[src/design/bnr_pkg.sv]
// Package for the bus node roster table: sizes, codes, payload and slot types.
// Used by every module of the block; depends on nothing.
package bnr_pkg;

	localparam int SLOTS = 16;
	localparam int IDX_W = (SLOTS > 1) ? $clog2(SLOTS) : 1;
	localparam int CNT_W = ($clog2(SLOTS + 1) > 5) ? $clog2(SLOTS + 1) : 5;
	localparam int POS_W = 4;
	localparam int SEEN_W = (IDX_W + 1 > POS_W) ? IDX_W + 1 : POS_W;

	localparam logic [7:0] ADDR_NONE = 8'h00;
	localparam logic [7:0] ADDR_BCAST = 8'hFF;

	typedef logic [IDX_W-1:0] idx_t;

	typedef enum logic [2:0] {
		OP_ENROLL     = 3'd0,
		OP_UNREGISTER = 3'd1,
		OP_FIND       = 3'd2,
		OP_NTH        = 3'd3,
		OP_NEXT_EN    = 3'd4,
		OP_CLEAR      = 3'd5
	} op_e;

	typedef enum logic [2:0] {
		STAT_OK        = 3'd0,
		STAT_DUP       = 3'd1,
		STAT_FULL      = 3'd2,
		STAT_BAD_ADDR  = 3'd3,
		STAT_NOT_FOUND = 3'd4
	} status_e;

	typedef enum logic [1:0] {
		S_IDLE,
		S_SCAN,
		S_DRAIN,
		S_FINISH
	} state_t;

	typedef struct packed {
		logic [2:0]       op;
		logic [7:0]       node_addr;
		logic [31:0]      node_class;
		logic [7:0]       node_flags;
		logic [POS_W-1:0] position;
	} in_t;

	typedef struct packed {
		logic [2:0]  status;
		logic        hit;
		logic [7:0]  entry_addr;
		logic [31:0] entry_class;
		logic [7:0]  entry_flags;
		logic [4:0]  occupied;
	} out_t;

	typedef struct packed {
		logic [7:0]  addr;
		logic [31:0] cls;
		logic [7:0]  flags;
	} slot_t;

	// Update request from the engine to the slot store.
	typedef struct packed {
		logic  wr;
		logic  drop;
		logic  clear;
		idx_t  idx;
		slot_t data;
	} store_cmd_t;

	function automatic idx_t idx_inc(idx_t i);
		if (i == IDX_W'(SLOTS - 1)) begin
			return '0;
		end
		return i + 1'b1;
	endfunction

endpackage

[src/design/bnr_slot_store.sv]
// Slot store: one synchronous memory holding address, class and flags per slot,
// occupancy bits in flip-flops and the occupied count. Depends on bnr_pkg.
module bnr_slot_store (
	input  logic                     clk,
	input  logic                     arst_n,
	input  bnr_pkg::idx_t            rd_idx,
	output bnr_pkg::slot_t           rdata,
	output logic [bnr_pkg::SLOTS-1:0] occ_bits,
	input  bnr_pkg::store_cmd_t      cmd,
	output logic [bnr_pkg::CNT_W-1:0] cnt_next
);
	import bnr_pkg::*;

	slot_t             mem [SLOTS];
	slot_t             rdata_q;
	logic [SLOTS-1:0]  occ_q;
	logic [CNT_W-1:0]  cnt_q;

	always_ff @(posedge clk) begin
		if (cmd.wr) begin
			mem[cmd.idx] <= cmd.data;
		end
		rdata_q <= mem[rd_idx];
	end

	always_comb begin
		cnt_next = cnt_q;
		if (cmd.clear) begin
			cnt_next = '0;
		end else if (cmd.wr) begin
			cnt_next = cnt_q + 1'b1;
		end else if (cmd.drop) begin
			cnt_next = cnt_q - 1'b1;
		end
	end

	// A slot is free exactly when its occupancy bit is low, so the stored
	// address is only looked at for occupied slots.
	always_ff @(posedge clk or negedge arst_n) begin
		if (!arst_n) begin
			occ_q <= '0;
			cnt_q <= '0;
		end else begin
			cnt_q <= cnt_next;
			if (cmd.clear) begin
				occ_q <= '0;
			end else if (cmd.wr) begin
				occ_q[cmd.idx] <= 1'b1;
			end else if (cmd.drop) begin
				occ_q[cmd.idx] <= 1'b0;
			end
		end
	end

	assign rdata = rdata_q;
	assign occ_bits = occ_q;

endmodule

[src/design/bnr_engine.sv]
// Command engine: takes one command word, sweeps the slot store one slot per
// cycle, then issues the store update and the result. Depends on bnr_pkg.
module bnr_engine (
	input  logic                     clk,
	input  logic                     arst_n,
	input  logic                     cmd_valid,
	output logic                     cmd_ready,
	input  bnr_pkg::in_t             cmd,
	input  logic                     out_free,
	output logic                     res_valid,
	output bnr_pkg::out_t            res,
	output bnr_pkg::idx_t            rd_idx,
	input  bnr_pkg::slot_t           rdata,
	input  logic [bnr_pkg::SLOTS-1:0] occ_bits,
	output bnr_pkg::store_cmd_t      st_cmd,
	input  logic [bnr_pkg::CNT_W-1:0] cnt_next
);
	import bnr_pkg::*;

	localparam idx_t LAST = IDX_W'(SLOTS - 1);

	state_t            state_q, state_d;
	in_t               req_q;
	idx_t              k_q, rd_idx_q, idx_s1, free_idx_q, match_idx_q, cursor_q;
	logic              eval_s1;
	logic              dup_q, free_ok_q, hit_q;
	slot_t             ent_q;
	logic [SEEN_W-1:0] seen_q;
	logic              accept, needs_scan, bad_addr;
	logic              slot_v, addr_match, nth_take, next_take;

	assign cmd_ready = (state_q == S_IDLE);
	assign accept = cmd_valid && cmd_ready;
	assign bad_addr = (cmd.node_addr == ADDR_NONE) || (cmd.node_addr == ADDR_BCAST);
	assign rd_idx = rd_idx_q;

	always_comb begin
		needs_scan = 1'b0;
		if (cmd.op inside {OP_UNREGISTER, OP_FIND, OP_NTH, OP_NEXT_EN}) begin
			needs_scan = 1'b1;
		end else if (cmd.op == OP_ENROLL) begin
			needs_scan = !bad_addr;
		end
	end

	// Per-slot evaluation, in the cycle after the read address is presented.
	assign slot_v = occ_bits[idx_s1];
	assign addr_match = slot_v && (rdata.addr == req_q.node_addr);
	assign nth_take = eval_s1 && (req_q.op == OP_NTH) && !hit_q && slot_v
		&& (seen_q == SEEN_W'(req_q.position));
	assign next_take = eval_s1 && (req_q.op == OP_NEXT_EN) && !hit_q && slot_v
		&& rdata.flags[0];

	always_ff @(posedge clk or negedge arst_n) begin
		if (!arst_n) begin
			state_q <= S_IDLE;
		end else begin
			state_q <= state_d;
		end
	end

	always_comb begin
		state_d = state_q;
		res_valid = 1'b0;
		case (state_q)
			S_IDLE: begin
				if (accept) begin
					state_d = needs_scan ? S_SCAN : S_FINISH;
				end
			end
			S_SCAN: begin
				if (k_q == LAST) begin
					state_d = S_DRAIN;
				end
			end
			S_DRAIN: begin
				state_d = S_FINISH;
			end
			S_FINISH: begin
				if (out_free) begin
					res_valid = 1'b1;
					state_d = S_IDLE;
				end
			end
			default: begin
				state_d = S_IDLE;
			end
		endcase
	end

	always_ff @(posedge clk or negedge arst_n) begin
		if (!arst_n) begin
			eval_s1 <= 1'b0;
			cursor_q <= '0;
		end else begin
			eval_s1 <= (state_q == S_SCAN);
			if (next_take) begin
				cursor_q <= idx_inc(idx_s1);
			end
		end
	end

	always_ff @(posedge clk) begin
		idx_s1 <= rd_idx_q;
		if (accept) begin
			req_q <= cmd;
			k_q <= '0;
			rd_idx_q <= (cmd.op == OP_NEXT_EN) ? cursor_q : '0;
			dup_q <= 1'b0;
			free_ok_q <= 1'b0;
			free_idx_q <= '0;
			hit_q <= 1'b0;
			match_idx_q <= '0;
			ent_q <= '0;
			seen_q <= '0;
		end else begin
			if (state_q == S_SCAN) begin
				k_q <= k_q + 1'b1;
				rd_idx_q <= idx_inc(rd_idx_q);
			end
			if (eval_s1) begin
				case (req_q.op)
					OP_ENROLL: begin
						if (addr_match) begin
							dup_q <= 1'b1;
						end
						if (!slot_v && !free_ok_q) begin
							free_ok_q <= 1'b1;
							free_idx_q <= idx_s1;
						end
					end
					OP_UNREGISTER, OP_FIND: begin
						if (addr_match && !hit_q) begin
							hit_q <= 1'b1;
							ent_q <= rdata;
							match_idx_q <= idx_s1;
						end
					end
					OP_NTH: begin
						if (nth_take) begin
							hit_q <= 1'b1;
							ent_q <= rdata;
						end else if (slot_v && !hit_q) begin
							seen_q <= seen_q + 1'b1;
						end
					end
					OP_NEXT_EN: begin
						if (next_take) begin
							hit_q <= 1'b1;
							ent_q <= rdata;
						end
					end
					default: begin
					end
				endcase
			end
		end
	end

	// The store update is issued on the same edge as the result, so the next
	// command's sweep, which can only start once the engine is back in idle, sees it.
	always_comb begin
		logic take;
		take = res_valid;
		st_cmd = '0;
		st_cmd.data.addr = req_q.node_addr;
		st_cmd.data.cls = req_q.node_class;
		st_cmd.data.flags = req_q.node_flags;
		res = '0;
		res.status = STAT_OK;
		case (req_q.op)
			OP_ENROLL: begin
				if ((req_q.node_addr == ADDR_NONE) || (req_q.node_addr == ADDR_BCAST)) begin
					res.status = STAT_BAD_ADDR;
				end else if (dup_q) begin
					res.status = STAT_DUP;
				end else if (free_ok_q) begin
					st_cmd.wr = take;
					st_cmd.idx = free_idx_q;
				end else begin
					res.status = STAT_FULL;
				end
			end
			OP_UNREGISTER: begin
				if (hit_q) begin
					st_cmd.drop = take;
					st_cmd.idx = match_idx_q;
				end else begin
					res.status = STAT_NOT_FOUND;
				end
			end
			OP_FIND, OP_NTH, OP_NEXT_EN: begin
				if (hit_q) begin
					res.hit = 1'b1;
					res.entry_addr = ent_q.addr;
					res.entry_class = ent_q.cls;
					res.entry_flags = ent_q.flags;
				end else begin
					res.status = STAT_NOT_FOUND;
				end
			end
			OP_CLEAR: begin
				st_cmd.clear = take;
			end
			default: begin
			end
		endcase
		res.occupied = cnt_next[4:0];
	end

endmodule

[src/design/bus_node_roster_table.sv]
// Bus node roster table. A scanning command (register with a legal address,
// unregister, find, nth occupied, next enabled) sweeps the slot memory before
// its result word is registered; other commands go straight to the result.
// One command at a time: a new word is taken only after the last result word
// has gone to the output register. The sweep reads one slot per cycle.
// Reset clears the occupancy bits, the occupied count and the poll cursor at once.
module bus_node_roster_table (
	input  logic          clk,
	input  logic          arst_n,
	input  logic          cmd_valid,
	output logic          cmd_ready,
	input  bnr_pkg::in_t  cmd,
	output logic          rsp_valid,
	input  logic          rsp_ready,
	output bnr_pkg::out_t rsp
);
	import bnr_pkg::*;

	logic             out_free, res_valid;
	out_t             res, rsp_q;
	logic             rsp_valid_q;
	idx_t             rd_idx;
	slot_t            rdata;
	logic [SLOTS-1:0] occ_bits;
	store_cmd_t       st_cmd;
	logic [CNT_W-1:0] cnt_next;

	bnr_slot_store u_store (
		.clk      (clk),
		.arst_n   (arst_n),
		.rd_idx   (rd_idx),
		.rdata    (rdata),
		.occ_bits (occ_bits),
		.cmd      (st_cmd),
		.cnt_next (cnt_next)
	);

	bnr_engine u_engine (
		.clk       (clk),
		.arst_n    (arst_n),
		.cmd_valid (cmd_valid),
		.cmd_ready (cmd_ready),
		.cmd       (cmd),
		.out_free  (out_free),
		.res_valid (res_valid),
		.res       (res),
		.rd_idx    (rd_idx),
		.rdata     (rdata),
		.occ_bits  (occ_bits),
		.st_cmd    (st_cmd),
		.cnt_next  (cnt_next)
	);

	// Output register: holds a finished word until the consumer takes it.
	assign out_free = !rsp_valid_q || rsp_ready;

	always_ff @(posedge clk or negedge arst_n) begin
		if (!arst_n) begin
			rsp_valid_q <= 1'b0;
		end else if (res_valid) begin
			rsp_valid_q <= 1'b1;
		end else if (rsp_ready) begin
			rsp_valid_q <= 1'b0;
		end
	end

	always_ff @(posedge clk) begin
		if (res_valid) begin
			rsp_q <= res;
		end
	end

	assign rsp_valid = rsp_valid_q;
	assign rsp = rsp_q;

endmodule

[config.mk]
export PLATFORM = sky130hd
export DESIGN_NAME = bus_node_roster_table
export DESIGN_NICKNAME = d
export VERILOG_FILES = /design/src/design/bnr_pkg.sv /design/src/design/bnr_slot_store.sv /design/src/design/bnr_engine.sv /design/src/design/bus_node_roster_table.sv
export SDC_FILE = /design/constraint.sdc
export NUM_CORES = 1
export LEC_CHECK = 0
export BUFFER_PORTS_ARGS = -buffer_cell sky130_fd_sc_hd__buf_2
export CORE_UTILIZATION = 35
export CTS_CLUSTER_DIAMETER = 50
export DETAILED_ROUTE_END_ITERATION = 7
export PLACE_DENSITY_LB_ADDON = 0.3
export SYNTH_ARGS = -nofsm -noshare
export SYNTH_HDL_FRONTEND = slang
export SYNTH_SLANG_ARGS = --single-unit
[constraint.sdc]
create_clock -name clk -period 5.6 [get_ports clk]
set_input_delay 1.12 -clock clk [delete_from_list [all_inputs] [get_ports clk]]
set_output_delay 1.12 -clock clk [all_outputs]
set_load 0.02 [all_outputs]
# [Yosys cells after proc, flatten, opt, wreduce, memory -nomap -nowiden]
# Memory sizes are Yosys's and may differ from the RTL's. A register that Yosys moved wholly into a read port is not among the register bits.
# Index checks and enable logic that the tools add are counted.
[classes] n_addsub=6 n_lt_le_gt_ge=3 n_mux=61 bitwise_logic=4 reduce_logical=42 n_eq_ne=25
[ops] op="$mux W48" count=3
[ops] op="$pmux W48 S3" count=1
[ops] op="$mux W49" count=1
[ops] op="$mux W16" count=3
[ops] op="$mux W4" count=11
[ops] op="$mux W1" count=25
[ops] op="$and A16 B16 Y16" count=1
[ops] op="$eq A8 B8 Y1 const B" count=2
[ops] op="$logic_not A8 Y1" count=2
[ops] op="$not A16 Y16" count=1
[ops] op="$or A16 B16 Y16" count=1
[ops] op="$mux W5" count=3
[ops] op="$logic_and A1 B1 Y1" count=14
[ops] op="$add A4 B1 Y4 const B" count=3
[ops] op="$eq A3 B2 Y1 const B" count=4
[ops] op="$eq A4 B4 Y1 const B" count=3
[ops] op="$reduce_and A3 Y1" count=4
[ops] op="$add A5 B1 Y5 const B" count=2
[ops] op="$lt A4 B5 Y1 const B" count=2
[ops] op="$mux W2" count=5
[ops] op="$eq A3 B3 Y1 const B" count=3
[ops] op="$mux W3" count=3
[ops] op="$eq A8 B8 Y1" count=1
[ops] op="$ne A2 B1 Y1 const B" count=4
[ops] op="27 further kinds" count=39
[totals] mem_bits_rw=768 output_inout_bits=59 memories=1 ff_bits=217 word_cells=171 in_bits=59
[mem_list] name="u_store.mem" words=16 width=48 read_ports=1 rd_ports_with_merged_regs=1 write_ports=1 line_no="bnr_slot_store.sv:14" rtl="slot_t mem [SLOTS];"

# [Longest topological paths before layout]
# Gate-level depths: netlist of the first run.
[depth] ltp_word=13 ltp_mapped=11 ltp_nobuf=8

# [Hierarchy]
# From an unflattened synthesis of the first run, not the netlist that was laid out.
[hier_totals] cells_unflattened=2017 hier_area_um2=38713.4
[by_module_without_submodules] mod="bnr_slot_store" seq_area_each_um2=24548.5 area_each_um2=30694.4 n_inst=1 cells_per_inst=1351
[by_module_without_submodules] mod="bnr_engine" seq_area_each_um2=3388.2 area_each_um2=6259.8 n_inst=1 cells_per_inst=606
[by_module_without_submodules] mod="bus_node_roster_table" seq_area_each_um2=1736.7 area_each_um2=1759.2 n_inst=1 cells_per_inst=60

# [Worst setup path after synthesis of the first run]
# Ideal clock, no wire load.
[synth_path] path_kind="in2reg" from="in rsp_ready" to="mem u_store.mem[8][0] in the netlist's numbering, enable pin" t_required_ps=5127 stages=7 setup_time_ps=473 arrival_ps=3945 setup_slack_ps=1183 n_path_buf=0 path_cell_list="nand2b_1 nand2_1 clkinv_1 nand2_1 nor3b_1 nand2_1 inv_1"
[synth_via] elab_chain_len=9
[synth_rtl] item="from (decl)" line_no="bus_node_roster_table.sv:14" rtl="input logic rsp_ready,"
[synth_rtl] item="$logic_or A1 B1 Y1" line_no="bus_node_roster_table.sv:55" rtl="assign out_free = !rsp_valid_q || rsp_ready;"
[synth_rtl] item="$mux W1" line_no="bnr_engine.sv:80" rtl="if (out_free) begin"
[synth_rtl] item="$mux W1" line_no="bnr_engine.sv:65" rtl="case (state_q)"
[synth_rtl] item="named net res_valid" line_no="bus_node_roster_table.sv:19" rtl="logic out_free, res_valid;"
[synth_rtl] item="$mux W1" line_no="bnr_engine.sv:177" rtl="end else if (free_ok_q) begin"
[synth_rtl] item="$mux W1" line_no="bnr_engine.sv:175" rtl="end else if (dup_q) begin"
[synth_rtl] item="$mux W1" line_no="bnr_engine.sv:173" rtl="if ((req_q.node_addr == ADDR_NONE) || (req_q.node_addr == ADDR_BCAST)) begin"
[synth_rtl] item="$mux W1" line_no="bnr_engine.sv:171" rtl="case (req_q.op)"
[synth_rtl] item="$mux W1" line_no="bnr_slot_store.sv:20" rtl="if (cmd.wr) begin"
[synth_rtl] item="$mux W1 (implied by the code)" line_no="bnr_slot_store.sv:21" rtl="mem[cmd.idx] <= cmd.data;"
[synth_rtl] item="to (decl)" line_no="bnr_slot_store.sv:14"
# The timed path passes the listed nets, and every way through them passes these cells.

# [Worst setup path after layout of the first run]
[layout_path] from="reg u_engine.req_q (netlist bit u_engine.st_cmd[44])" to="mem u_store.mem[5][9] in the netlist's numbering, enable pin"
[layout_via] elab_chain_len=6 word_cells_on_any_way=9 cone_classes="eq/ne: 1; mux: 6; reduce/logical: 2"
[layout_rtl] item="from (decl)" line_no="bnr_engine.sv:23" rtl="in_t req_q;"
[layout_rtl] item="from (signal assigned)" line_no="bnr_engine.sv:106" rtl="req_q <= cmd;"
[layout_rtl] item="$eq A8 B8 Y1 / $logic_not A8 Y1 (equally long branches)" line_no="bnr_engine.sv:173"
[layout_rtl] item="$logic_or A1 B1 Y1 (*)" line_no="bnr_engine.sv:173"
[layout_rtl] item="$mux W1" line_no="bnr_engine.sv:173"
[layout_rtl] item="$mux W1" line_no="bnr_engine.sv:171"
[layout_rtl] item="$mux W1" line_no="bnr_slot_store.sv:20"
[layout_rtl] item="$mux W1 (implied by the code)" line_no="bnr_slot_store.sv:21"
# Every way passes the cells marked *; elsewhere a longest branch is shown, timed or not.

==> results of run 1 <==
==> sequential cells by signal (all words and copies together) (netlist names), 2 cells and up <==
name	count
u_engine.req_q	7
u_store.rdata	48
u_engine.seen_q	5
u_engine.match_idx_q	4
u_engine.state_q	2
u_engine.cursor_q	4
rsp	57
u_engine.idx_s1	4
u_engine.free_idx_q	4
u_engine.rd_idx	4
u_engine.k_q	4
u_store.cnt_q	5
u_store.occ_bits	16
u_engine.st_cmd	48
u_store.mem	768
u_engine.ent_q	48
==> path summary, 6_finish.rpt <==
kind                            depth (start not counted)              endpoint  slack, ps
worst max register to register                          8     u_store.mem[5][9]       1700
worst min register to register                          2    u_engine.ent_q[32]        440
worst min-delay path                                    2    u_engine.ent_q[32]        440
max in group asynchronous                               1  u_store.occ_bits[11]       4630
min in group asynchronous                               1             rsp_valid        500
worst max-delay path                                    8     u_store.mem[5][9]       1700
==> worst reg2reg max path: stages (launching register included) <==
cell and delay [ps]:
edfxtp_1 640, nand4_1 260, nor2_1 120, or4b_1 740, o21ai_1 240, and2_1 230
nand3_1 130, inv_2 840, buf_4 390
==> synth_stat cells (27+ instances only) <==
| library cell | n |
|---|---|
| a21oi_1 | 119 |
| a221oi_1 | 50 |
| a22oi_1 | 51 |
| and2_1 | 51 |
| buf_2 | 27 |
| clkbuf_1 | 67 |
| dfrtp_1 | 29 |
| dfxtp_1 | 120 |
| edfxtp_1 | 884 |
| mux2_2 | 49 |
| mux2i_1 | 162 |
| mux4_2 | 96 |
| nand2_1 | 84 |
| nand3_1 | 60 |
| nor2_1 | 48 |
| o21ai_0 | 164 |
==> placed cells by master (no fill, tap or decap), drive strengths merged, types with 34 or more instances in the layout <==
cell | synthesis | final
edfxtp | 884 | 884
o21ai | 170 | 170
mux2i | 162 | 162
buf | 53 | 157
clkbuf | 69 | 139
a21oi | 121 | 121
dfxtp | 120 | 120
mux4 | 96 | 96
nand2 | 85 | 85
nand3 | 62 | 62
and2 | 52 | 52
a22oi | 51 | 51
a221oi | 51 | 51
mux2 | 49 | 49
nor2 | 48 | 48
clkinv | 1 | 34
==> layer usage <==
layer / routed length [um] / GRT usage
met5: 0 / 0
met1: 41300 / 0.223
met3: 5320 / 0.0318
met2: 41300 / 0.253
met4: 1730 / 0.0352
==> through the flow <==
step	setup slack, ps	instance area [sq um]	utilization	instances
floorplan	1180	39100	-	2238
global placement	1760	41500	0.375	3761
detailed placement	1690	41500	0.375	3761
CTS	1690	45300	0.409	3962
global route	1470	45300	0.409	3962
finish	1700	45300	0.409	3962
==> where the power goes <==
part,leakage [nW],internal (mW),switching (mW)
logic,3.91,2.01,3.11
clock network,1.85,4.46,2.95
registers,9.37,9.32,0.673
total,15.1,15.8,6.73
==> area by class of cell <==
type                       instances  area, sq um  share of cell area
multi-input combinational       1067         8910               0.197
clock inverter                    62          743              0.0164
timing repair buffer             157          986              0.0218
inverter                          16         66.3             0.00147
sequential                      1033        29700               0.656
tap                             1488         1860              0.0411
clock buffer                     139         3010              0.0666
==> kinds of logic (layout without fill, tap and decap cells) <==
family / count (synthesis) / after routing
fa+ha+maj: 10 / 10
buf+inv: 138 / 374
flops: 1033 / 1033
xor+xnor: 25 / 25
mux: 307 / 307
compound gates: 425 / 425
simple gates: 300 / 300
==> flow_summary.json, run 1 <==
{
  "synthAdderAreaFrac": 0.00320,
  "viasPerCell": 5.15,
  "holdCritStartpoint": "u_store.rdata[32]",
  "firstDrtPassIters": 7,
  "grt_usage": 0.159,
  "area_growth_pct": 15.7,
  "min_path_type": "flip-flop to flip-flop",
  "synth_cells": 2238,
  "cts_hold_buf": 0,
  "finalSetupTns_ps": 0,
  "synth-simple-area-share": 0.0394,
  "synth_edf_count": 884,
  "syn_area_per_cell_sq_um": 17.5,
  "syn_nets": 2307,
  "cts-htree-levels": 3,
  "tritoncts": "built",
  "root_buffer": "clkbuf_16",
  "layout-drive-gt1-share": 0.211,
  "async_reset_ff_frac": 0.0281,
  "synth-compound-area-share": 0.0661,
  "cp_cell_sequence": "nand4_1 > nor2_1 > or4b_1 > o21ai_1 > and2_1 > nand3_1 > inv_2 > buf_4",
  "gp_congestion": 0.806,
  "critical_path.max_fanout": 37,
  "antenna_cells": 0,
  "grt_max_degree": 92,
  "numCtsBuffers": 106,
  "grt_setup_unrepaired": "false",
  "fmax_ghz": 0.256,
  "fill_cells": 9829,
  "drv_slew": 0,
  "cpPeakStageDelay_ps": 840,
  "status": "complete, no violations",
  "post_cts_resized": 0,
  "end_kind": "flip-flop",
  "core_sq_um": 111000,
  "grt_first_pass_wirelength_um": 134000,
  "ys_seq_area_frac": 0.759,
  "ir_worst_vdd_mv": 0.293,
  "synth_top_family_by_area": "multiplexers",
  "synth_top_area_frac": 0.679,
  "yosysWarnings": 0,
  "synth_ff_type": "edfxtp_1",
  "finalCritPeriodShare": 0.697,
  "clkLatencyLatePin_ps": 670,
  "start_kind": "flip-flop",
  "p_per_area_nw_per_um2": 498,
  "synthTopCellsByArea": "edfxtp_1 (68%), dfxtp_1 (6.1%), mux4_2 (5.5%)",
  "crit_buf_inv": 2,
  "worstPathArrival_ps": 4260,
  "initial_utilization": 0.353,
  "drv_cap": 0,
  "power.leakage_nw": 15.1,
  "drt_iter0_drc": 1894,
  "fp-row-count": 122,
  "die_w_um": 336,
  "ant_nets": 0,
  "portBuffers": 117,
  "crit_type": "flip-flop to flip-flop",
  "die_h_um": 336,
  "startpoint": "u_engine.st_cmd[44]",
  "cp.required_ps": 5950,
  "final_nets": 2450,
  "finalCriticalPeriod_ps": 3900,
  "muxShareOfSynthArea": 0.111,
  "clock_skew_ps": 24.2,
  "clk_pin_slew_ps": 70,
  "max_slew_margin": 0.273,
  "synth-seq-cells": 1033,
  "pin_count": 118,
  "dpl.hpwl_um": 49600,
  "antenna_found_initial": 1,
  "grt_pass1_vias": 20700,
  "synth_area_sq_um": 39100,
  "hold_ws_ps": 443,
  "cts_buffer_depth": 3,
  "worst_pin_slew_ps": 1090,
  "vias": 20400,
  "p_total_mw": 22.5,
  "drc": 0,
  "hold_viol_final": 0,
  "wl_um": 89700,
  "clock_sinks": 1033,
  "synth_cell_types": 73,
  "final-setup-viol-count": 0,
  "wire_per_inst_um": 22.6,
  "slowest_stage": "inv_2",
  "synth-xor-area-share": 0.00560,
  "yosysTopAreaCell": "edfxtp_1",
  "design.die.area_sq_um": 113000,
  "postCtsSetupBuffers": 0,
  "grt-ovfl-total": 0,
  "rr_startpoint": "u_engine.st_cmd[44]",
  "cp_top_family": "simple AND/OR/NAND/NOR gates"
}
No activity file was read; power rests on OpenSTA's default activity.
==> run 2: changes to the inputs <==
Clock period 5.6 ns to 3.63 ns, I/O delays scaled along.
==> run 2 against run 1 <==
  * Routed wire length increased by 0.17%
  * Sequential power increased by 54%
  * Critical path type unchanged
  * Core utilization increased by 0.69 points
  * Largest cell class unchanged
  * Highest routed layer unchanged
  * Maximum frequency rose by 18%
  * First-iteration DRC count decreased by 7.6%
  * Register-to-register slack lost 1400 ps
  * Critical endpoint is now u_store.mem[2][7]
==> flow_summary.json, run 2 (synthesis gave the netlist of run 1 again) <==
{
  "cts-htree-levels": 3,
  "largest_reg_flops": 768,
  "worst_pin_slew_ps": 1150,
  "antenna_found_initial": 4,
  "cpPeakStageDelay_ps": 710,
  "dpl.hpwl_um": 51800,
  "layout-drive-gt1-share": 0.224,
  "slowest_stage": "or4b_1",
  "gp_congestion": 0.810,
  "clkLatencyLatePin_ps": 710,
  "clock_sinks": 1033,
  "clock_skew_ps": 33.4,
  "largest-register": "u_store.mem",
  "layout_commonest_cell": "edfxtp_1",
  "clk_pin_slew_ps": 60,
  "post_cts_resized": 0,
  "viasPerCell": 5.10,
  "p_per_area_nw_per_um2": 770,
  "grt_setup_unrepaired": "false",
  "cp_cell_sequence": "nor3_4 > nand2_2 > or4b_1 > nor2_1 > nand3_1 > nor2_4 > buf_12",
  "final-setup-viol-count": 0,
  "power.leakage_nw": 15.5,
  "final_nets": 2497,
  "p_total_mw": 35.4,
  "finalSetupTns_ps": 0,
  "die_w_um": 336,
  "drv_cap": 0,
  "wire_per_inst_um": 22.3,
  "end_kind": "flip-flop",
  "status": "complete, no violations",
  "final_cell_mix": "edfxtp_1 (884), o21ai_0 (164), mux2i_1 (162)",
  "ant_nets": 0,
  "critical_path.max_fanout": 48,
  "postCtsSetupBuffers": 0,
  "wl_um": 89800,
  "numCtsBuffers": 114,
  "hold_viol_final": 0,
  "grt-ovfl-total": 0,
  "worstPathArrival_ps": 3650,
  "finalCriticalPeriod_ps": 3300,
  "ir_worst_vdd_mv": 0.541,
  "crit_buf_inv": 1,
  "fill_cells": 9721,
  "core_sq_um": 111000,
  "grt_pass1_vias": 21400,
  "drc": 0,
  "reg2reg_depth": 7,
  "initial_utilization": 0.353,
  "grt_first_pass_wirelength_um": 135000,
  "design.die.area_sq_um": 113000,
  "vias": 20500,
  "max_slew_margin": 0.236,
  "cp.required_ps": 3970,
  "grt_max_degree": 69,
  "cp_top_family": "simple AND/OR/NAND/NOR gates",
  "pin_count": 118,
  "cts_hold_buf": 0,
  "grt_usage": 0.159,
  "min_path_type": "primary input to async pin",
  "critical_path_depth": 7,
  "finalCritPeriodShare": 0.910,
  "die_h_um": 336,
  "fp-row-count": 122,
  "firstDrtPassIters": 6,
  "drt_iter0_drc": 1750,
  "root_buffer": "clkbuf_16",
  "fmax_ghz": 0.303,
  "crit_type": "flip-flop to flip-flop",
  "start_kind": "flip-flop",
  "area_growth_pct": 17.7,
  "tritoncts": "built",
  "drv_slew": 0,
  "cts_buffer_depth": 3,
  "portBuffers": 117
}
## run 2: metal layers
metal / track usage / wire length [um] / vias up
li1: - / - / 9275
met1: 0.225 / 41000 / 10600
met2: 0.256 / 42000 / 568
met3: 0.0250 / 5290 / 115
met4: 0.0401 / 1540 / 0
met5: 0 / 0 / -
## run 2: worst register-to-register path, stage by stage, from the launching register on
cell,delay (ps)
edfxtp_1,540
nor3_4,290
nand2_2,110
or4b_1,710
nor2_1,260
nand3_1,370
nor2_4,230
buf_12,350
## run 2: layout make-up
class                           instances  area, sq um  area share
Timing Repair Buffer                  196         1570      0.0340
Inverter                               16         66.3     0.00144
Tap cell                             1488         1860      0.0405
Sequential cell                      1033        29700       0.645
Clock buffer                          149         3120      0.0678
Multi-Input combinational cell       1067         8910       0.194
Clock inverter                         69          808      0.0176
Antenna cell                            2         5.00    0.000109
## run 2: path summary, 6_finish.rpt
path,slack [ps],from,to
min in group clk,180,cmd[21],u_engine.st_cmd[17]
max in group asynchronous,3070,arst_n,u_store.occ_bits[6]
min reg2reg,440,u_store.rdata[34],u_engine.ent_q[34]
max,330,u_engine.req_q[54],u_store.mem[2][7]
min,80,arst_n,u_engine.eval_s1
max reg2reg,330,u_engine.req_q[54],u_store.mem[2][7]
## run 2: per-stage QoR
stage / setup WS (ps) / hold slack [ps] / instance area [sq um] / util / std cells
6_report: 328 / 77.6 / 46000 / 0.416 / 4020
5_1_grt: 145 / 103 / 46000 / 0.416 / 4018
4_1_cts: 359 / 62.9 / 46000 / 0.416 / 4018
3_5_place_dp: 403 / 439 / 42100 / 0.380 / 3800
3_3_place_gp: 458 / 437 / 42100 / 0.380 / 3800
2_1_floorplan: -691 / 346 / 39100 / - / 2238
## run 2: report_power, final
group | switching (mW) | internal, mW | total (mW)
clock | 4.90 | 6.89 | 11.8
combinational | 4.92 | 3.35 | 8.27
sequential | 1.01 | 14.4 | 15.4
total | 10.8 | 24.6 | 35.4
